[config.mk]
export PLATFORM = sky130hd
export DESIGN_NAME = fcca_ctrl
export DESIGN_NICKNAME = d
export VERILOG_FILES = /design/src/fcca_pkg.sv /design/src/fcca_ctrl.sv
export SDC_FILE = /design/constraint.sdc
export NUM_CORES = 1
export LEC_CHECK = 0
export BUFFER_PORTS_ARGS = -buffer_cell sky130_fd_sc_hd__clkbuf_2
export CORE_MARGIN = 3
export CORE_UTILIZATION = 55
export DETAILED_ROUTE_END_ITERATION = 12
export PLACE_DENSITY = 0.85
export SYNTH_ARGS = -nofsm -noshare
export SYNTH_HDL_FRONTEND = slang
export SYNTH_SLANG_ARGS = --single-unit
[constraint.sdc]
create_clock -name clk -period 3.7 [get_ports clk]
set_input_delay 0.37 -clock clk [delete_from_list [all_inputs] [get_ports clk]]
set_output_delay 0.37 -clock clk [all_outputs]
set_load 0.02 [all_outputs]
[src/fcca_pkg.sv]
`timescale 1ns / 1ps
`default_nettype none
package fcca_pkg;

    localparam int NUM_CLUSTERS_DEF = 512;

    localparam logic [15:0] END_MIN    = 16'hFFF8;
    localparam logic [15:0] END_NEW    = 16'hFFFF;
    localparam logic [15:0] FIRST_DATA = 16'd2;
    localparam logic [9:0]  TOTAL_MAX  = 10'd1023;

    localparam logic [2:0] ACT_READ  = 3'd0;
    localparam logic [2:0] ACT_ALLOC = 3'd1;
    localparam logic [2:0] ACT_FREE  = 3'd2;
    localparam logic [2:0] ACT_SEEK  = 3'd3;
    localparam logic [2:0] ACT_COUNT = 3'd4;

    localparam logic [1:0] ST_OK       = 2'd0;
    localparam logic [1:0] ST_NO_FREE  = 2'd1;
    localparam logic [1:0] ST_BROKEN   = 2'd2;

    // datapath operations, one per cycle
    typedef enum logic [4:0] {
        OP_NONE,
        OP_CLEAR,
        OP_LOAD,
        OP_RD_START,
        OP_SET_FFFF,
        OP_RES_RDATA,
        OP_RES_START,
        OP_APP_INIT,
        OP_APP_BAD,
        OP_APP_GO,
        OP_NEW_INIT,
        OP_FREE_INIT,
        OP_SEEK_INIT,
        OP_CNT_INIT,
        OP_RD_CUR,
        OP_WALK_STEP,
        OP_RD_SCAN,
        OP_SCAN_NEXT,
        OP_LINK,
        OP_MARK,
        OP_FAIL_NEW,
        OP_FAIL,
        OP_FREE_WR,
        OP_SEEK_DONE,
        OP_SEEK_BAD,
        OP_SEEK_STEP,
        OP_CNT_CHK,
        OP_OUT
    } op_t;

    typedef struct packed {
        logic [2:0] act;
        logic       start_zero;
        logic       start_in;
        logic       start_app_ok;
        logic       count_zero;
        logic       nx_end;
        logic       walk_bad;
        logic       rd_zero;
        logic       scan_end;
        logic       have;
        logic       rem_one;
        logic       rem_zero;
        logic       cur_in;
        logic       free_go;
        logic       seek_bad;
        logic       clr_done;
    } dp_stat_t;

endpackage
`default_nettype wire

[src/fcca_ctrl.sv]
`timescale 1ns / 1ps
`default_nettype none
module fcca_ctrl (
    input  wire logic               clk,
    input  wire logic               rst_n,
    input  wire logic               in_valid,
    output logic                    in_ready,
    output logic                    out_valid,
    input  wire logic               out_ready,
    input  wire fcca_pkg::dp_stat_t stat,
    output fcca_pkg::op_t           op
);

    typedef enum logic [4:0] {
        S_CLEAR, S_IDLE, S_DISPATCH, S_RD_WAIT,
        S_WALK_RD, S_WALK_CHK, S_SCAN_RD, S_SCAN_CHK, S_MARK,
        S_FREE_CHK, S_FREE_WR, S_SEEK_CHK, S_SEEK_NX,
        S_CNT_RD, S_CNT_CHK, S_FINISH
    } state_t;

    state_t state_reg, state_next;
    logic   out_valid_reg, out_valid_next;

    assign in_ready  = (state_reg == S_IDLE);
    assign out_valid = out_valid_reg;

    always_comb
    begin
        state_next     = state_reg;
        op             = fcca_pkg::OP_NONE;
        out_valid_next = out_valid_reg & ~out_ready;
        unique case (state_reg)
            S_CLEAR:
            begin
                op = fcca_pkg::OP_CLEAR;
                if (stat.clr_done)
                begin
                    state_next = S_IDLE;
                end
            end
            S_IDLE:
            begin
                if (in_valid)
                begin
                    op         = fcca_pkg::OP_LOAD;
                    state_next = S_DISPATCH;
                end
            end
            S_DISPATCH:
            begin
                state_next = S_FINISH;
                unique case (stat.act)
                    fcca_pkg::ACT_READ:
                    begin
                        if (stat.start_in)
                        begin
                            op         = fcca_pkg::OP_RD_START;
                            state_next = S_RD_WAIT;
                        end
                        else
                        begin
                            op = fcca_pkg::OP_SET_FFFF;
                        end
                    end
                    fcca_pkg::ACT_ALLOC:
                    begin
                        priority if (stat.count_zero)
                        begin
                            op = stat.start_zero ? fcca_pkg::OP_NONE : fcca_pkg::OP_RES_START;
                        end
                        else if (stat.start_zero)
                        begin
                            op         = fcca_pkg::OP_NEW_INIT;
                            state_next = S_SCAN_RD;
                        end
                        else if (!stat.start_app_ok)
                        begin
                            op = fcca_pkg::OP_APP_BAD;
                        end
                        else
                        begin
                            op         = fcca_pkg::OP_APP_INIT;
                            state_next = S_WALK_RD;
                        end
                    end
                    fcca_pkg::ACT_FREE:
                    begin
                        op         = fcca_pkg::OP_FREE_INIT;
                        state_next = S_FREE_CHK;
                    end
                    fcca_pkg::ACT_SEEK:
                    begin
                        op         = fcca_pkg::OP_SEEK_INIT;
                        state_next = S_SEEK_CHK;
                    end
                    fcca_pkg::ACT_COUNT:
                    begin
                        op         = fcca_pkg::OP_CNT_INIT;
                        state_next = S_CNT_RD;
                    end
                    default: op = fcca_pkg::OP_NONE;
                endcase
            end
            S_RD_WAIT:
            begin
                op         = fcca_pkg::OP_RES_RDATA;
                state_next = S_FINISH;
            end
            S_WALK_RD:
            begin
                op         = fcca_pkg::OP_RD_CUR;
                state_next = S_WALK_CHK;
            end
            S_WALK_CHK:
            begin
                priority if (stat.nx_end)
                begin
                    op         = fcca_pkg::OP_APP_GO;
                    state_next = S_SCAN_RD;
                end
                else if (stat.walk_bad)
                begin
                    op         = fcca_pkg::OP_APP_BAD;
                    state_next = S_FINISH;
                end
                else
                begin
                    op         = fcca_pkg::OP_WALK_STEP;
                    state_next = S_WALK_RD;
                end
            end
            S_SCAN_RD:
            begin
                priority if (!stat.scan_end)
                begin
                    op         = fcca_pkg::OP_RD_SCAN;
                    state_next = S_SCAN_CHK;
                end
                else if (stat.start_zero)
                begin
                    op         = fcca_pkg::OP_FAIL_NEW;
                    state_next = stat.have ? S_FREE_CHK : S_FINISH;
                end
                else
                begin
                    op         = fcca_pkg::OP_FAIL;
                    state_next = S_FINISH;
                end
            end
            S_SCAN_CHK:
            begin
                if (stat.rd_zero)
                begin
                    op         = fcca_pkg::OP_LINK;
                    state_next = S_MARK;
                end
                else
                begin
                    op         = fcca_pkg::OP_SCAN_NEXT;
                    state_next = S_SCAN_RD;
                end
            end
            S_MARK:
            begin
                op         = fcca_pkg::OP_MARK;
                state_next = stat.rem_one ? S_FINISH : S_SCAN_RD;
            end
            S_FREE_CHK:
            begin
                if (stat.free_go && stat.cur_in)
                begin
                    op         = fcca_pkg::OP_RD_CUR;
                    state_next = S_FREE_WR;
                end
                else
                begin
                    state_next = S_FINISH;
                end
            end
            S_FREE_WR:
            begin
                op         = fcca_pkg::OP_FREE_WR;
                state_next = S_FREE_CHK;
            end
            S_SEEK_CHK:
            begin
                priority if (stat.rem_zero)
                begin
                    op         = fcca_pkg::OP_SEEK_DONE;
                    state_next = S_FINISH;
                end
                else if (!stat.cur_in)
                begin
                    op         = fcca_pkg::OP_SEEK_BAD;
                    state_next = S_FINISH;
                end
                else
                begin
                    op         = fcca_pkg::OP_RD_CUR;
                    state_next = S_SEEK_NX;
                end
            end
            S_SEEK_NX:
            begin
                if (stat.seek_bad)
                begin
                    op         = fcca_pkg::OP_SEEK_BAD;
                    state_next = S_FINISH;
                end
                else
                begin
                    op         = fcca_pkg::OP_SEEK_STEP;
                    state_next = S_SEEK_CHK;
                end
            end
            S_CNT_RD:
            begin
                if (stat.scan_end)
                begin
                    state_next = S_FINISH;
                end
                else
                begin
                    op         = fcca_pkg::OP_RD_SCAN;
                    state_next = S_CNT_CHK;
                end
            end
            S_CNT_CHK:
            begin
                op         = fcca_pkg::OP_CNT_CHK;
                state_next = S_CNT_RD;
            end
            S_FINISH:
            begin
                if (!out_valid_reg || out_ready)
                begin
                    op             = fcca_pkg::OP_OUT;
                    out_valid_next = 1'b1;
                    state_next     = S_IDLE;
                end
            end
            default: state_next = S_IDLE;
        endcase
    end

    always_ff @(posedge clk or negedge rst_n)
    begin
        if (!rst_n)
        begin
            state_reg     <= S_CLEAR;
            out_valid_reg <= 1'b0;
        end
        else
        begin
            state_reg     <= state_next;
            out_valid_reg <= out_valid_next;
        end
    end

endmodule
`default_nettype wire
# After elaboration in Yosys (flattened, before gate mapping)
# Index checks and enable logic that the tools add are counted.
[classes]
mux = 42
n_eq_ne = 22
n_bitwise = 2
n_reduce_logical = 6
[op_table]
columns = ["cell", "n"]
rows = [
  ["5-bit case mux with 16 select lines", 2],
  ["4-bit 2-to-1 mux", 13],
  ["5-bit by 4-bit == test with 1-bit output, second input constant", 8],
  ["5-bit 2-to-1 mux", 7],
  ["3-bit 2-to-1 mux", 9],
  ["5-bit case mux with 5 select lines", 1],
  ["5-bit by 3-bit == test with 1-bit output, second input constant", 4],
  ["4-bit case mux with 5 select lines", 1],
  ["5-bit by 2-bit == test with 1-bit output, second input constant", 2],
  ["2-bit 2-to-1 mux", 4],
  ["3-bit by 2-bit == test with 1-bit output, second input constant", 2],
  ["2-bit inequality test, second input constant", 3],
  ["5-bit by 1-bit == test with 1-bit output, second input constant", 1],
  ["5-bit zero test", 1],
  ["1-bit 2-to-1 mux", 5],
  ["3-bit by 1-bit == test with 1-bit output, second input constant", 1],
  ["3-bit == test, second input constant", 1],
  ["3-bit zero test", 1],
  ["3-bit AND reduction", 1],
  ["1-bit AND", 1],
  ["1-bit logical AND", 1],
  ["1-bit zero test", 1],
  ["1-bit logical OR", 1],
  ["1-bit inverter", 1],
]
[totals]
ff_bits = 6
elab_cells = 74
out_inout_bits = 7
inputBits = 22

# Logic depth before layout (Yosys ltp)
# Gate-level depths: netlist of the first run.
[logic_depth]
depth_word = 5
ltp_mapped = 7
mapped_depth_nobuf = 5

# Worst setup path before layout of the first run
# OpenSTA, ideal clock, no wires.
[synth_timing]
path_kind = "register to output"
startpoint = "reg state_reg[1]"
endpoint = "out op[1]"
required_time_ps = 3330
n_path_buf = 1
stages_incl_launch_ff = 5
path_slack_ps = 1630
arrival_time_ps = 1700
cell_sequence = "dfrtp_1 buf_2 nor2_1 a22oi_1 o311ai_0"
[synth_between]
elab_chain_cells = 2
word_cells_on_any_way = 17
[synth_rtl]
columns = ["element", "line", "text"]
rows = [
  ["from (decl)", "fcca_ctrl.sv:21", "state_t state_reg, state_next;"],
  ["from (signal assigned)", "fcca_ctrl.sv:255", "state_reg <= state_next;"],
  ["5-bit by 4-bit == test with 1-bit output (tied with other cells)", "fcca_ctrl.sv:32", "unique case (state_reg)"],
  ["5-bit case mux with 16 select lines *", "fcca_ctrl.sv:32", ""],
  ["to (decl)", "fcca_ctrl.sv:11", "output fcca_pkg::op_t op"],
]
# Mark *: on every way between the ends. The rest lies on a longest branch, timed or not.

# Final worst setup path of the first run
[layout_timing]
startpoint = "reg state_reg[1]"
endpoint = "out op[0]"
# Same word-level chain as after synthesis.

==> results of run 1 <==
## tightest hold or removal path: cells and delay by family
kind / cells / cell delay (ns)
AOI/OAI and AO/OA: 1 / 0.14
buffers and inverters: 1 / 0.08
and+or+nand+nor: 1 / 0.05
## report_power, final
part | switching (mW) | leakage (nW) | total (mW) | internal [mW]
clock network | 0.0240 | 0.0150 | 0.0648 | 0.0409
registers | 0.132 | 0.0591 | 0.214 | 0.0824
logic | 0.373 | 0.392 | 0.628 | 0.255
total | 0.528 | 0.466 | 0.907 | 0.379
## kinds of logic after synthesis
logic type | count (synthesis) | synth area share (%)
multiplexers | 1 | 1.21
AO/OA/AOI/OAI | 58 | 41.0
flip-flops | 5 | 13.4
AND/OR/NAND/NOR | 65 | 36.7
buffers and inverters | 16 | 7.66
## Yosys cell counts (4+ instances only)
cell / count
sky130_fd_sc_hd__nand2b_1: 4
sky130_fd_sc_hd__buf_2: 9
sky130_fd_sc_hd__a21oi_1: 14
sky130_fd_sc_hd__nor3_1: 6
sky130_fd_sc_hd__nand2_1: 15
sky130_fd_sc_hd__nor2_1: 15
sky130_fd_sc_hd__nor2b_1: 7
sky130_fd_sc_hd__o21ai_0: 17
sky130_fd_sc_hd__dfrtp_1: 5
sky130_fd_sc_hd__inv_1: 5
sky130_fd_sc_hd__nand3_1: 4
## how the worst min path moves through the flow
stage | end | from | slack [ns] | depth (start not counted)
global route | state_reg[0] | stat[0] | 0.44 | 3
finish | state_reg[0] | stat[0] | 0.43 | 3
CTS | state_reg[0] | stat[0] | 0.43 | 3
detailed placement | state_reg[0] | rst_n | 0.19 | 1
global placement | state_reg[0] | rst_n | 0.19 | 1
floorplan | out_valid | rst_n | 0.07 | 0
## metrics by stage
| step | hold WS [ns] | utilization (%) | std cells |
|---|---|---|---|
| after floorplan | 0.0744 | - | 145 |
| after global placement | 0.187 | 67.6 | 179 |
| after detailed placement | 0.191 | 67.6 | 179 |
| after CTS | 0.427 | 70.0 | 184 |
| after global routing | 0.435 | 70.0 | 184 |
| final | 0.425 | 70.0 | 184 |
## layout make-up
cell class                 count  area (sq um)
clock buffer                   4          26.3
fill                         139           463
inverter                       6          22.5
multi-input combinational    124           734
sequential                     5           125
tap                           16          20.0
timing repair buffer          29           150
## layer usage
metal | global-route usage, % | share of wire [%] | up-vias
li1 | - | - | 594
met1 | 35.1 | 40 | 547
met2 | 50.4 | 48 | 78
met3 | 4.98 | 10 | 6
met4 | 6.08 | 1.5 | 0
met5 | 0 | 0 | -
## timing repair
| item | CTS | global route |
|---|---|---|
| endpoints found under the setup margin | 0 | 0 |
| endpoints found under the hold margin | 5 | 0 |
| hold buffers | 1 | 0 |
==> results.txt, run 1 <==
----------------------------------------------------
[Drt]
  Detailed router's first-iteration violation count ... 73
  Number of nets with antenna violations after detailed routing ... 0
  Total wire length after detailed routing ... 2980 um
  Routed via count divided by cell count ... about 6.7
  Vias after detailed routing ... ~1200
  Number of optimization iterations in the first detailed-route pass ... 4
  DRC violation count after routing ... 0
  Routed wire per std cell ... 16.2 um

[GRT]
  Number of global-route vias before repair ... between 1000 and 1500
  Global-route wire length before repair ... 4520 um
  Initial antenna violation count ... 0
  Maximum number of pins on one net before global-route repair ... 27
  GR Util All Layers ... about 28%
  Total congestion overflow after global routing ... 0

[Final layout]
  Area delta synth->final ... 15.9%
  Most frequent cells in the layout ... sky130_fd_sc_hd__clkbuf_2, sky130_fd_sc_hd__o21ai_0, sky130_fd_sc_hd__nor2_1, sky130_fd_sc_hd__nand2_1, sky130_fd_sc_hd__a21oi_1
  Layout Nets ... about 190
  Finished Cell Area ... 1080 sq um
  Ant. Diodes ... 0
  Number of flip-flops under the largest register name ... 4
  Most frequent standard cell in the layout excluding fill and tap cells ... sky130_fd_sc_hd__clkbuf_2
  Layout cells sized above 1 ... approximately 21%

[Worst setup path]
  CP max stage cell ... sky130_fd_sc_hd__dfrtp_1
  Highest net fanout along the worst path ... 21
  Max stage delay on crit path ... about 0.71 ns
  WS Path Type ... flop to output port
  Reg-to-reg slack, setup ... about 1.6 ns
  Worst r2r dst ... state_reg[0]
  Required time worst endpoint ... between 3 and 4 ns
  First element of the critical path ... state_reg[1]
  End point of the critical path ... op[0]
  Critical path cell sequence ... clkinv_1, a32oi_1, o22ai_1, or3_1, clkbuf_2
  Reg2Reg Depth ... 5
  Kind of capture point of the worst setup path ... output port
  Worst path arrival time ... ~2.2 ns
  FF-to-FF Start ... state_reg[1]
  Crit. path cell count ... 5
  Number of buffers and inverters on the critical path ... 2
  Type of element launching the critical path ... flop
  Family with the most delay on the worst path ... flip-flops

[Placement]
  Last weighted congestion value of the routability-driven placer ... 0.940
  Number of input and output port buffers inserted ... 28
  Total half-perimeter wirelength after legalization and detailed placement ... between 2000 and 2500 um
  Setup Slack @ Placement ... 1.47 ns
  Total cell area at the placement stage ... between 1000 and 1500 sq um

[Logic synthesis]
  #FFs+latches synth ... 5
  Cell accounting for the most synthesized area ... sky130_fd_sc_hd__dfrtp_1
  Sequential-to-total area share from yosys stat ... between 10% and 20%
  Syn nets ... between 150 and 200
  Number of distinct library cells after synthesis ... between 40 and 50
  Cells taking the most area after synthesis ... sky130_fd_sc_hd__dfrtp_1, sky130_fd_sc_hd__o21ai_0, sky130_fd_sc_hd__a21oi_1
  Share of Yosys cell area claimed by the top area cell type ... a little over an eighth
  Synth warn ... 0
  Asr flop ratio synth ... 100%
  Post-synth EDFFs ... 0
  Post-synthesis area per instance ... around 6.4 sq um
  Post-Synthesis Cell Area ... 931 sq um
  Synth Flop Type ... sky130_fd_sc_hd__dfrtp_1
  Synth Instances ... 145

[Clock network]
  Resized Gates After CTS ... 0
  Clock transition at the registers of the reported paths ... 0.04 ns
  Number of H-tree branching levels ... 1
  TritonCTS clock tree ... yes
  Post-CTS Setup Bufs ... 0
  Clock Root Buffer ... sky130_fd_sc_hd__clkbuf_4
  Clock latency reported for the late side of the worst-skew pair ... between 0.2 and 0.3 ns
  Clock sink count ... 5
  Number of buffers added by the clock tree synthesis step ... 3
  CTS max path bufs ... 2

[Timing]
  Worst-case clock skew ... between 0.002 and 0.0025 ns
  Final min period ... 2.57 ns
  Max frequency ... 389 MHz
  RSZ-0062 raised after global routing ... false
  Headroom to the max-slew limit ... about half
  Transition time at the pin with the least slew margin ... approximately 0.75 ns
  Number of failing setup endpoints in the final timing report ... 0
  Final number of hold-violating endpoints ... 0
  Final clock period utilization by the worst path ... a little under 70%
  Sum of negative setup slack ... 0 ns
  Final WS setup ... between 1 and 1.5 ns
  Pins Over Slew Limit ... 0

[Floorplanning]
  Total die area ... between 2000 and 2500 sq um
  Number of top-level design ports ... 29
  Placeable core area ... roughly 1500 sq um
  Effective utilization at floorplan ... between 60% and 70%
  Die span in y ... roughly 47 um
  # rows ... 14
  Die X-Extent ... around 47 um

[Power]
  IR drop worst, VDD ... about 650 uV
  Total Power Consumption ... between 0.9 and 1 mW
  Power density relative to cell area ... 841 nW/um^2
  P_leak ... 0.466 nW

[Job]
  # Max-Cap Violations ... 0

[Worst hold path]
  Hold/Removal Path Class ... input pin to flop

[Run status]
  Outcome ... finished, final reports clean

----------------------------------------------------
Power figures use the tool's default switching activity.
==> run 2, diff against run 1 <==
Settings changed: ABC_AREA from default to 1, CORE_UTILIZATION 55 to 50, PLACE_DENSITY 0.85 to 0.79.
Clock period 3.7 ns to 2.4 ns, I/O delays scaled along.
==> run 2 against run 1 <==
  * Combinational power is 67% higher
  * Synthesized cell count grew 21%
  * Critical path depth up 2
  * Final area decreased by 1.3%
  * Count of clock-buffer cells in the layout unchanged
  * Power is 49% higher
==> results.txt, run 2 <==
----------------------------------------------------
[Logic synthesis]
  #FFs+latches synth ... 5 (unchanged)
  Share of Yosys cell area claimed by the top area cell type ... 23.1% (+9.7 points)
  Post-synth EDFFs ... 0 (unchanged)
  Mux contribution to synthesized area ... 0% (-1.2 points)
  Cell accounting for the most synthesized area ... sky130_fd_sc_hd__nand2_1
  Sequential-to-total area share from yosys stat ... 14.3% (+0.84 points)
  Largest family of logic cells by synthesized area ... simple AND/OR/NAND/NOR gates
  Syn nets ... 197 (+18%)
  Xor and xnor area share after synthesis ... 0% (unchanged)
  Cells taking the most area after synthesis ... sky130_fd_sc_hd__nand2_1, sky130_fd_sc_hd__dfrtp_1, sky130_fd_sc_hd__nand3_1
  Synth Flop Type ... sky130_fd_sc_hd__dfrtp_1
  Fraction of the mapped netlist area in simple logic gates ... 61.3% (+25 points)
  Post-Synthesis Cell Area ... 876 sq um (-5.9%)
  Most frequently used cell type in the post-synthesis netlist ... sky130_fd_sc_hd__nand2_1
  Asr flop ratio synth ... 100% (unchanged)
  Area share of fa/ha/maj cells after synthesis ... 0% (unchanged)
  Synth Instances ... 175 (+21%)
  Number of distinct library cells after synthesis ... 23 (-45%)
  Top cell types by occurrence after synthesis ... sky130_fd_sc_hd__nand2_1, sky130_fd_sc_hd__nor2_1, sky130_fd_sc_hd__nand3_1, sky130_fd_sc_hd__inv_1, sky130_fd_sc_hd__nor3_1
  Complex-gate fraction of the synthesized area ... 12.9% (-28 points)
  Synth warn ... 0 (unchanged)
  Post-synthesis area per instance ... 5.00 sq um (-22%)

[Power]
  Internal portion of total power ... 0.532 mW (+41%)
  Switching portion of total power ... 60.7% (+2.5 points)
  Power density relative to cell area ... 1270 nW/um^2 (+51%)
  Portion of total power attributed to combinational logic ... 77.5% (+8.2 points)
  Sequential share of power ... 15.0% (-8.6 points)
  IR drop worst, VDD ... 900 uV (+38%)
  P_leak ... 0.638 nW (+37%)
  Sw Pwr ... 0.823 mW (+56%)
  Power share of the clock group ... 7.5% (+0.3 points)

[Final layout]
  Layout Nets ... 230 (+20%)
  Layout cells sized above 1 ... 17.9% (-3.6 points)
  Ant. Diodes ... 0 (unchanged)
  Number of flip-flops under the largest register name ... 4 (unchanged)
  Most frequent cells in the layout ... sky130_fd_sc_hd__nand2_1, sky130_fd_sc_hd__nor2_1, sky130_fd_sc_hd__clkbuf_2
  Most frequent standard cell in the layout excluding fill and tap cells ... sky130_fd_sc_hd__nand2_1
  Storage element area ... 125 sq um (unchanged)
  Area occupied by multi-input gates ... 649 sq um (-12%)
  Area delta synth->final ... 21.6%
  Fill cells ... 153 (+10%)

[Timing]
  Max frequency ... 495 MHz
  Hold_ws ... 0.188 ns (-0.237 ns)
  Transition time at the pin with the least slew margin ... 0.367 ns (-0.380 ns)
  Final min period ... 2.02 ns
  Final number of hold-violating endpoints ... 0 (unchanged)
  Final clock period utilization by the worst path ... a little over four fifths
  Pins Over Slew Limit ... 0 (unchanged)
  Worst-case clock skew ... 0.00953 ns (+0.00734 ns)
  RSZ-0062 raised after global routing ... false
  Sum of negative setup slack ... 0 ns (unchanged)
  Headroom to the max-slew limit ... 75.4% (+25 points)
  Number of failing setup endpoints in the final timing report ... 0 (unchanged)

[Placement]
  Number of input and output port buffers inserted ... 28 (unchanged)
  Last weighted congestion value of the routability-driven placer ... 0.953 (+1.5%)
  Total half-perimeter wirelength after legalization and detailed placement ... 2420 um (+8.2%)

[Drt]
  Routed wire length on met2 ... 1310 um (-8.8%)
  Routed wire per std cell ... 12.8 um (-21%)
  Number of nets with antenna violations after detailed routing ... 0 (unchanged)
  Total wire length after detailed routing ... 2850 um (-4.3%)
  DRC violation count after routing ... 0 (unchanged)
  Top sig layer ... met4
  Detailed router's first-iteration violation count ... 46 (-37%)
  Number of optimization iterations in the first detailed-route pass ... 4 (unchanged)
  Total length of routed met3 wires ... 244 um (-20%)
  Routed via count divided by cell count ... 5.61 (-16%)
  Wire length on met1 ... 1240 um (+3.9%)
  Vias after detailed routing ... 1252 (+2.2%)

[Worst setup path]
  Type of element launching the critical path ... flop
  Kind of capture point of the worst setup path ... output port
  Reg2Reg Depth ... 4 (-1)
  WS Path Type ... flop to output port
  Required time worst endpoint ... 2.16 ns (-1.17 ns)
  Worst path arrival time ... 1.78 ns (-0.42 ns)
  Highest net fanout along the worst path ... 8 (-62%)

[Floorplanning]
  # rows ... 14 (unchanged)
  Number of top-level design ports ... 29 (unchanged)
  Die span in y ... 47.9 um (+1.5%)
  Die X-Extent ... 47.9 um (+1.5%)
  Placeable core area ... 1580 sq um (+2.3%)
  Total die area ... 2290 sq um (+3.1%)
  Effective utilization at floorplan ... 55.6% (-4.8 points)

[Clock network]
  Number of H-tree branching levels ... 1 (unchanged)
  Clock latency reported for the late side of the worst-skew pair ... 0.25 ns (about the same)
  Hold_buf cts ... 1 (unchanged)
  Resized Gates After CTS ... 0 (unchanged)
  Post-CTS Setup Bufs ... 0 (unchanged)
  TritonCTS clock tree ... yes
  Clock sink count ... 5 (unchanged)
  Clock Root Buffer ... sky130_fd_sc_hd__clkbuf_4
  CTS max path bufs ... 2 (unchanged)
  Number of buffers added by the clock tree synthesis step ... 3 (unchanged)
  Clock transition at the registers of the reported paths ... 0.05 ns (about the same)

[GRT]
  GR Util All Layers ... 28.9% (+0.73 points)
  Global-route wire length before repair ... 4720 um (+4.4%)
  Maximum number of pins on one net before global-route repair ... 9 (-67%)
  Initial antenna violation count ... 0 (unchanged)
  Number of global-route vias before repair ... 1096 (+6.8%)
  Total congestion overflow after global routing ... 0 (unchanged)

[Job]
  # Max-Cap Violations ... 0 (unchanged)

[Worst hold path]
  Number of instances on the worst hold path ... 2 (-1)
  Hold/Removal Path Class ... input pin to flop

[Run status]
  Outcome ... finished, final reports clean

----------------------------------------------------
## run 2: cell count changes in the layout (fill, tap and decap cells not counted), moves of 7 or more
cell	before	now
sky130_fd_sc_hd__nand3_1	4	25
sky130_fd_sc_hd__nand2_1	15	54
sky130_fd_sc_hd__nor2b_1	7	0
sky130_fd_sc_hd__a21oi_1	14	4
sky130_fd_sc_hd__o21ai_0	17	6
sky130_fd_sc_hd__inv_1	5	23
sky130_fd_sc_hd__nor2_1	15	31
## run 2: final cells by class
type	count	share of cell area, %
Sequential cell	5	11.8
Multi-Input combinational cell	144	61.0
Clock buffer	4	2.47
Timing Repair Buffer	29	14.1
Inverter	25	8.81
Tap cell	16	1.88
## run 2: path summary, 6_finish.rpt
check | slack, ns | startpoint | to
max in group asynchronous | 1.92 | rst_n | state_reg[0]
min | 0.19 | out_ready | out_valid
min in group asynchronous | 0.34 | rst_n | state_reg[1]
max | 0.38 | state_reg[1] | op[3]
max reg2reg | 0.93 | state_reg[1] | state_reg[3]
min reg2reg | 0.57 | out_valid | out_valid
## run 2: power groups by stage
| stage | clock, mW | combinational, mW | sequential (mW) |
|---|---|---|---|
| floorplan | 0 | 0.769 | 0.177 |
| global placement | 0 | 1.03 | 0.203 |
| detailed placement | 0 | 1.04 | 0.203 |
| CTS | 0.106 | 1.04 | 0.202 |
| global route | 0.110 | 1.17 | 0.211 |
| finish | 0.102 | 1.05 | 0.203 |
## run 2: routing by layer
metal | global-route usage, % | vias up
li1 | - | 634
met1 | 38.3 | 542
met2 | 47.5 | 66
met3 | 6.77 | 10
met4 | 6.45 | 0
met5 | 0 | -
## run 2: per-stage QoR
step | cells | setup WS, ns | cell area, sq um | total power [mW] | util (%)
after floorplan | 175 | 0.853 | 876 | 0.946 | -
after global placement | 218 | 0.648 | 1030 | 1.23 | 65.2
after detailed placement | 218 | 0.645 | 1030 | 1.24 | 65.2
after CTS | 223 | 0.373 | 1060 | 1.35 | 67.5
after global routing | 223 | 0.205 | 1060 | 1.49 | 67.5
final | 223 | 0.380 | 1060 | 1.36 | 67.5
## run 2: logic make-up after synthesis
logic type      count (synthesis)
compound gates                 19
buf+inv                        26
flops                           5
simple gates                  125
## run 2: critical path, cell delays in order (launching register included)
cell	delay [ns]
sky130_fd_sc_hd__dfrtp_1	0.52
sky130_fd_sc_hd__nand2_1	0.15
sky130_fd_sc_hd__inv_2	0.13
sky130_fd_sc_hd__nand2_1	0.12
sky130_fd_sc_hd__o21ai_1	0.26
sky130_fd_sc_hd__nor3_1	0.10
sky130_fd_sc_hd__nand2_1	0.08
sky130_fd_sc_hd__clkbuf_2	0.16
